[config.mk]
export PLATFORM = sky130hd
export DESIGN_NAME = temperature_scratchpad_decoder_unit_flat
export DESIGN_NICKNAME = d
export VERILOG_FILES = /design/src/rtl/tsd_pkg.sv /design/src/rtl/tsd_if.sv /design/src/rtl/tsd_crc8.sv /design/src/rtl/temperature_scratchpad_decoder_unit.sv /design/src/flat_wrapper.sv
export SDC_FILE = /design/constraint.sdc
export NUM_CORES = 1
export LEC_CHECK = 0
export BUFFER_PORTS_ARGS = -buffer_cell sky130_fd_sc_hd__buf_2
export CORE_MARGIN = 5
export CORE_UTILIZATION = 63
export DETAILED_ROUTE_END_ITERATION = 12
export GPL_ROUTABILITY_DRIVEN = 0
export PLACE_DENSITY = 0.85
export SLEW_MARGIN = 20
export SYNTH_ARGS = -nofsm -noshare
export SYNTH_HDL_FRONTEND = slang
export SYNTH_SLANG_ARGS = --single-unit
[constraint.sdc]
create_clock -name clk -period 6.4 [get_ports clk]
set_clock_uncertainty 0.15 [all_clocks]
set_input_delay 1.28 -clock clk [delete_from_list [all_inputs] [get_ports clk]]
set_output_delay 1.28 -clock clk [all_outputs]
set_load 0.02 [all_outputs]
[src/rtl/tsd_pkg.sv]
// ----------------------------------------------------------------------------
// tsd_pkg
// shared constants for the scratchpad decoder: byte positions, crc and
// temperature conversion constants
// ----------------------------------------------------------------------------
`default_nettype none

package tsd_pkg;

  // byte positions inside the nine-byte scratchpad
  localparam logic [3:0] POS_TEMP_LSB   = 4'd0;
  localparam logic [3:0] POS_TEMP_MSB   = 4'd1;
  localparam logic [3:0] POS_CONFIG     = 4'd4;
  localparam logic [3:0] POS_COUNT_REM  = 4'd6;
  localparam logic [3:0] POS_COUNT_PER  = 4'd7;
  localparam logic [3:0] POS_CRC        = 4'd8;
  localparam logic [3:0] POS_DONE       = 4'd9;

  // reflected x^8+x^5+x^4+1
  localparam logic [7:0] CRC_POLY       = 8'h8C;

  localparam logic [7:0] LEGACY_FAMILY  = 8'h10;
  localparam logic [7:0] LEGACY_CPD     = 8'h10;
  localparam logic [15:0] LEGACY_MASK   = 16'hFFF0;
  localparam logic [15:0] LEGACY_BIAS   = 16'd12;

  // resolution field, bits 6:5 of the config byte
  localparam logic [1:0] RES_9BIT       = 2'b00;
  localparam logic [1:0] RES_10BIT      = 2'b01;
  localparam logic [1:0] RES_11BIT      = 2'b10;
  localparam logic [15:0] MASK_9BIT     = 16'hFFF8;
  localparam logic [15:0] MASK_10BIT    = 16'hFFFC;
  localparam logic [15:0] MASK_11BIT    = 16'hFFFE;

endpackage

`default_nettype wire

[src/rtl/tsd_if.sv]
// ----------------------------------------------------------------------------
// tsd channel interfaces
// valid/ready channels for scratchpad byte requests and decoded results
// ----------------------------------------------------------------------------
`default_nettype none

interface tsd_byte_if;
  logic       valid;
  logic       ready;
  logic [7:0] data_byte;
  logic [7:0] family_code;
  logic       frame_start;

  modport source (output valid, output data_byte, output family_code,
                  output frame_start, input ready);
  modport sink   (input valid, input data_byte, input family_code,
                  input frame_start, output ready);
endinterface

interface tsd_result_if;
  logic               valid;
  logic               ready;
  logic signed [15:0] temperature;
  logic               crc_ok;

  modport source (output valid, output temperature, output crc_ok, input ready);
  modport sink   (input valid, input temperature, input crc_ok, output ready);
endinterface

`default_nettype wire

[src/rtl/tsd_crc8.sv]
// ----------------------------------------------------------------------------
// tsd_crc8
// one-byte update of the reflected crc-8, unrolled over the eight bits
// ----------------------------------------------------------------------------
`default_nettype none

module tsd_crc8
  import tsd_pkg::*;
(
  input  wire logic [7:0] crc_in,
  input  wire logic [7:0] data,
  output logic      [7:0] crc_out
);

  always_comb begin
    logic [7:0] c;
    logic [7:0] d;
    logic       fb;
    c = crc_in;
    d = data;
    for (int i = 0; i < 8; i++) begin
      fb = c[0] ^ d[0];
      c  = c >> 1;
      if (fb) begin
        c = c ^ CRC_POLY;
      end
      d = d >> 1;
    end
    crc_out = c;
  end

endmodule

`default_nettype wire

[src/rtl/temperature_scratchpad_decoder_unit.sv]
// ----------------------------------------------------------------------------
// temperature_scratchpad_decoder_unit
// output: a result appears in the cycle after byte 8 of a frame is accepted
// throughput: one byte request per cycle, limited only by the result register
// reset: synchronous rst clears the byte counter, crc, captured bytes and the
//   result valid flag; the first byte after reset is taken as byte 0
// ----------------------------------------------------------------------------
`default_nettype none

module temperature_scratchpad_decoder_unit
  import tsd_pkg::*;
(
  input  wire logic   clk,
  input  wire logic   rst,
  tsd_byte_if.sink    sample,
  tsd_result_if.source result
);

  // frame state
  logic [3:0] byte_position;
  logic [7:0] running_crc;
  logic [7:0] temp_low;
  logic [7:0] temp_high;
  logic [7:0] resolution_byte;
  logic [7:0] count_remain;
  logic [7:0] count_per_degree;
  logic       legacy_family;

  // result register
  logic               res_valid;
  logic signed [15:0] res_temperature;
  logic               res_crc_ok;

  logic       accept;
  logic [3:0] pos_eff;
  logic [7:0] crc_seed;
  logic [7:0] crc_upd;
  logic       emit;
  logic       crc_match;
  logic [15:0] raw;
  logic [15:0] raw_shift;
  logic [15:0] temp_dec;

  // a new request is taken whenever the result slot is free or draining
  assign sample.ready = !res_valid || result.ready;
  assign accept       = sample.valid && sample.ready;

  // frame_start forces byte 0 and a fresh crc
  assign pos_eff  = sample.frame_start ? POS_TEMP_LSB : byte_position;
  assign crc_seed = (pos_eff == POS_TEMP_LSB) ? 8'h00 : running_crc;
  assign emit     = accept && (pos_eff == POS_CRC);

  tsd_crc8 u_crc (
    .crc_in  (crc_seed),
    .data    (sample.data_byte),
    .crc_out (crc_upd)
  );

  assign crc_match = (running_crc == sample.data_byte);

  // temperature decode from the captured bytes
  assign raw       = {temp_high, temp_low};
  assign raw_shift = raw << 3;

  always_comb begin
    temp_dec = raw;
    if (legacy_family) begin
      temp_dec = raw_shift;
      // count-remain refinement for the legacy part, wraps at 16 bits
      if (count_per_degree == LEGACY_CPD) begin
        temp_dec = (raw_shift & LEGACY_MASK) + LEGACY_BIAS - {8'd0, count_remain};
      end
    end else begin
      case (resolution_byte[6:5])
        RES_9BIT:  temp_dec = raw & MASK_9BIT;
        RES_10BIT: temp_dec = raw & MASK_10BIT;
        RES_11BIT: temp_dec = raw & MASK_11BIT;
        default:   temp_dec = raw;
      endcase
    end
  end

  // frame state update
  always_ff @(posedge clk) begin
    if (rst) begin
      byte_position    <= POS_TEMP_LSB;
      running_crc      <= 8'h00;
      temp_low         <= 8'h00;
      temp_high        <= 8'h00;
      resolution_byte  <= 8'h00;
      count_remain     <= 8'h00;
      count_per_degree <= 8'h00;
      legacy_family    <= 1'b0;
    end else if (accept) begin
      if (pos_eff == POS_CRC) begin
        byte_position <= POS_DONE;
      end else if (pos_eff < POS_CRC) begin
        case (pos_eff)
          POS_TEMP_LSB: begin
            temp_low      <= sample.data_byte;
            legacy_family <= (sample.family_code == LEGACY_FAMILY);
          end
          POS_TEMP_MSB:  temp_high        <= sample.data_byte;
          POS_CONFIG:    resolution_byte  <= sample.data_byte;
          POS_COUNT_REM: count_remain     <= sample.data_byte;
          POS_COUNT_PER: count_per_degree <= sample.data_byte;
          default: ;
        endcase
        running_crc   <= crc_upd;
        byte_position <= pos_eff + 4'd1;
      end
      // extra bytes past the crc byte are dropped
    end
  end

  // result register: loads on the crc byte, clears once taken
  always_ff @(posedge clk) begin
    if (rst) begin
      res_valid <= 1'b0;
    end else if (emit) begin
      res_valid <= 1'b1;
    end else if (result.ready) begin
      res_valid <= 1'b0;
    end
  end

  always_ff @(posedge clk) begin
    if (emit) begin
      res_crc_ok      <= crc_match;
      res_temperature <= crc_match ? $signed(temp_dec) : 16'sd0;
    end
  end

  assign result.valid       = res_valid;
  assign result.temperature = res_temperature;
  assign result.crc_ok      = res_crc_ok;

  // checks
  a_pos_range: assert property (@(posedge clk) disable iff (rst)
    byte_position <= POS_DONE)
    else $error("byte counter beyond done");

  a_emit_valid: assert property (@(posedge clk) disable iff (rst)
    emit |=> result.valid)
    else $error("crc byte gave no result");

  a_bad_crc_zero: assert property (@(posedge clk) disable iff (rst)
    (result.valid && !result.crc_ok) |-> (result.temperature == 16'sd0))
    else $error("bad crc result carries a temperature");

  a_pos_step: assert property (@(posedge clk) disable iff (rst)
    (accept && !sample.frame_start && byte_position < POS_CRC)
      |=> (byte_position == $past(byte_position) + 4'd1))
    else $error("byte counter did not advance");

  a_no_drop: assert property (@(posedge clk) disable iff (rst)
    (result.valid && !result.ready) |=> result.valid)
    else $error("pending result lost");

endmodule

`default_nettype wire

[src/flat_wrapper.sv]
// flat-port wrapper written by rule: the top's interface ports become plain ports
module temperature_scratchpad_decoder_unit_flat import tsd_pkg::*;
  (clk, rst, sample_valid, sample_data_byte, sample_family_code, sample_frame_start, sample_ready, result_valid, result_temperature, result_crc_ok, result_ready);
  tsd_byte_if sample_i ();
  tsd_result_if result_i ();
  input  wire logic clk;
  input  wire logic rst;
  input wire logic [$bits(sample_i.valid)-1:0] sample_valid;
  input wire logic [$bits(sample_i.data_byte)-1:0] sample_data_byte;
  input wire logic [$bits(sample_i.family_code)-1:0] sample_family_code;
  input wire logic [$bits(sample_i.frame_start)-1:0] sample_frame_start;
  output wire logic [$bits(sample_i.ready)-1:0] sample_ready;
  output wire logic [$bits(result_i.valid)-1:0] result_valid;
  output wire logic [$bits(result_i.temperature)-1:0] result_temperature;
  output wire logic [$bits(result_i.crc_ok)-1:0] result_crc_ok;
  input wire logic [$bits(result_i.ready)-1:0] result_ready;
  assign sample_i.valid = sample_valid;
  assign sample_i.data_byte = sample_data_byte;
  assign sample_i.family_code = sample_family_code;
  assign sample_i.frame_start = sample_frame_start;
  assign sample_ready = sample_i.ready;
  assign result_valid = result_i.valid;
  assign result_temperature = result_i.temperature;
  assign result_crc_ok = result_i.crc_ok;
  assign result_i.ready = result_ready;
  temperature_scratchpad_decoder_unit u_core (.clk(clk), .rst(rst), .sample(sample_i), .result(result_i));
endmodule
==> results.yml <==
run_status:
  status: "complete, no violations"
logic_synthesis:
  yosysSeqAreaShare_pct: 41.5
  ys_top_cells_by_area: "dfxtp_1 27%, edfxtp_1 14%, xnor2_1 6.9%, a21oi_1 6.1%, nand2_1 5.8%"
  avgSynthCellArea_um2: 8.65
  synth_top_area_cell: "dfxtp_1"
  yosys_most_used_dff: "dfxtp_1"
  async_reset_ff_share_pct: 0
  synth_area_um2: 3550
  yosysTopAreaCellShare_pct: 27.1
  ys_ff_latch: 65
  synthCells: 410
  synth_cell_type_count: 44
  synthesis.nets: 440
  ys_warn_count: 0
  synth_edf_count: 17
clock_network:
  ctsResizeCount: 0
  clk_latency_ps: 350
  htreeDepth: 3
  path_clk_slew_ps: 70
  postCtsSetupRepairBufs: 0
  cts-root-buf: "clkbuf_8"
  cts.path.max_buffers: 2
  cts.sinks: 65
  hold_buffers: 0
  cts-buffers-inserted: 9
  cts_tree: "built"
global_routing:
  grt_pass1_wl_um: 13600
  grt_pass1_vias: 2893
  grt-ovfl-total: 0
  grt_use_total_pct: 23.2
  antenna_found_initial: 0
  grt_max_degree: 52
timing:
  slew_headroom_pct: 36.0
  period_share_pct: 50.1
  tightest_slew_ps: 958
  tns_ps: 0
  fmax_ghz: 0.312
  finalHoldViolCount: 0
  fin_crit_ps: 3210
  grt_setup_unrepaired: "false"
  fin_ws_ps: 3190
  setup_violations: 0
  drv_slew: 0
worst_setup_path:
  crit_arrival_ps: 3290
  crit_fanout: 10
  r2r_setup_slack_ps: 3910
  rr_startpoint: "u_core.count_per_degree[7]"
  crit_path_end_kind: "flip-flop"
  criticalPathCategory: "primary input to flip-flop"
  worst-r2r-cell-count: 6
  cp-start-kind: "primary input"
  cp_data_required_time_ps: 6480
  r2r_end: "u_core.result.temperature[15]"
die:
  start_util_pct: 64.4
  die_area_um2: 7230
  core_um2: 5510
  floorplan.rows: 27
  die_height_um: 85.1
  io_pins: 40
  chipWidth_um: 85.1
hold_path:
  hold_depth: 2
  min_path_type: "flip-flop to flip-flop"
  hp-start: "u_core.count_remain[5]"
  hold_end: "u_core.count_remain[5]"
route:
  drtIter0Drc: 231
  route.vias.total: 3023
  totalWireLength_um: 8110
  wl_per_cell_um: 15.9
  drtAntennaViolNets: 0
  via_per_inst: 5.92
  drt_first_pass_iters: 5
  route.detailed.drc: 0
final_layout:
  antenna_cells: 0
  nets: 464
  area_delta_synth_final_pct: 12.1
  final_core_util_pct: 72.2
  drive_above_1_share_pct: 14.8
pwr:
  irDropWorstVdd_mv: 0.189
  p_per_area_nw_per_um2: 247
  power.leakage_nw: 1.49
run:
  cap_violations: 0
place:
  port_buffers: 39
  place_ws_ps: 2900
  place_hpwl_um: 5430
-- state kept, by name (all words and copies together), names as in the netlist, 2 cells and up --
name / cells
u_core.running_crc: 8
u_core.temp_high: 8
u_core.count_remain: 8
u_core.count_per_degree: 8
u_core.temp_low: 8
u_core.byte_position: 4
u_core.resolution_byte: 2
u_core.result.temperature: 16
-- synth_stat cells (all sizes together), types with 2 or more instances --
cell type,instances
nand2,55
dfxtp,48
a21oi,43
nor2,43
xnor2,28
clkbuf,27
nand3,23
xor2,20
edfxtp,17
a211oi,16
inv,14
mux2i,10
ha,9
nand2b,6
nor3,5
nor4,5
o21ai,5
a311oi,4
a31oi,3
o21bai,3
a2111oi,2
a221oi,2
and2,2
and3,2
and3b,2
nand3b,2
nor4b,2
o21a,2
or4,2
-- report_power, final --
group | total [W] | switching, W | internal, W
registers | 0.000453 | 0.0000206 | 0.000433
clock network | 0.000393 | 0.000157 | 0.000236
logic | 0.000135 | 0.0000760 | 0.0000594
-- worst max-delay path by stage --
stage                       start                       to  cells past startpoint
3_3_place_gp   sample_frame_start    u_core.running_crc[7]                      8
6_report       sample_frame_start    u_core.running_crc[7]                      8
4_1_cts        sample_frame_start    u_core.running_crc[7]                      8
3_5_place_dp   sample_frame_start    u_core.running_crc[7]                      8
2_1_floorplan  sample_frame_start  u_core.byte_position[1]                      7
5_1_grt        sample_frame_start    u_core.running_crc[7]                      8
-- through the flow --
stage	total power [W]	hold WS [ps]	instance area (um^2)	instances
5_1_grt	0.00102	333	3980	511
2_1_floorplan	0.000563	286	3550	410
4_1_cts	0.000982	308	3980	511
3_3_place_gp	0.000587	296	3750	495
3_5_place_dp	0.000593	299	3750	495
6_report	0.000982	308	3980	511
-- logic make-up (layout without fill, tap and decap cells) --
| logic type | Yosys count | in the layout | synth area share [%] |
|---|---|---|---|
| flip-flops | 65 | 65 | 41.5 |
| multiplexers | 10 | 10 | 2.82 |
| XOR/XNOR | 48 | 48 | 11.8 |
| adder cells (fa/ha/maj) | 9 | 9 | 3.17 |
| AO/OA/AOI/OAI | 83 | 83 | 15.4 |
| buffers and inverters | 42 | 71 | 4.44 |
| AND/OR/NAND/NOR | 153 | 153 | 20.8 |
-- layer usage --
layer	wire [um]	vias up	share of wire [%]	GRT usage, %
li1	-	1465	-	-
met1	3380	1396	42	28.1
met2	3990	139	49	40.1
met3	542	23	6.7	3.59
met4	205	0	2.5	10.6
met5	0	-	0	0
-- layout make-up --
| class | instances | area [um^2] |
|---|---|---|
| clock buffer | 15 | 198 |
| clock inverter | 1 | 30.0 |
| fill | 398 | 1530 |
| inverter | 14 | 52.6 |
| multi-input combinational | 303 | 1930 |
| sequential | 65 | 1470 |
| tap | 72 | 90.1 |
| timing repair buffer | 41 | 210 |
-- layout by cell type (no fill, tap or decap), types with 2 or more instances in the layout --
master	count
nor2_1	43
a221oi_1	2
nand2b_1	6
nand3b_1	2
clkbuf_1	2
buf_2	39
a21oi_1	43
and3_1	2
inv_1	14
nor4_1	3
nor3_1	5
ha_1	9
clkbuf_8	12
a311oi_1	4
o21bai_1	3
xor2_1	20
a211oi_1	15
and3b_1	2
dfxtp_1	48
nand2_1	55
a31oi_1	3
mux2i_1	10
nand3_1	22
buf_4	2
xnor2_1	28
o21a_1	2
o21ai_0	5
edfxtp_1	17
-- worst max-delay path: stages --
cell and delay (ps):
buf_2 150, nand2b_1 220, ha_1 400, a21oi_1 150, xnor2_1 390, xnor2_1 260, and3b_1 220, a211o_1 220
(Power assumes the default switching activity.)
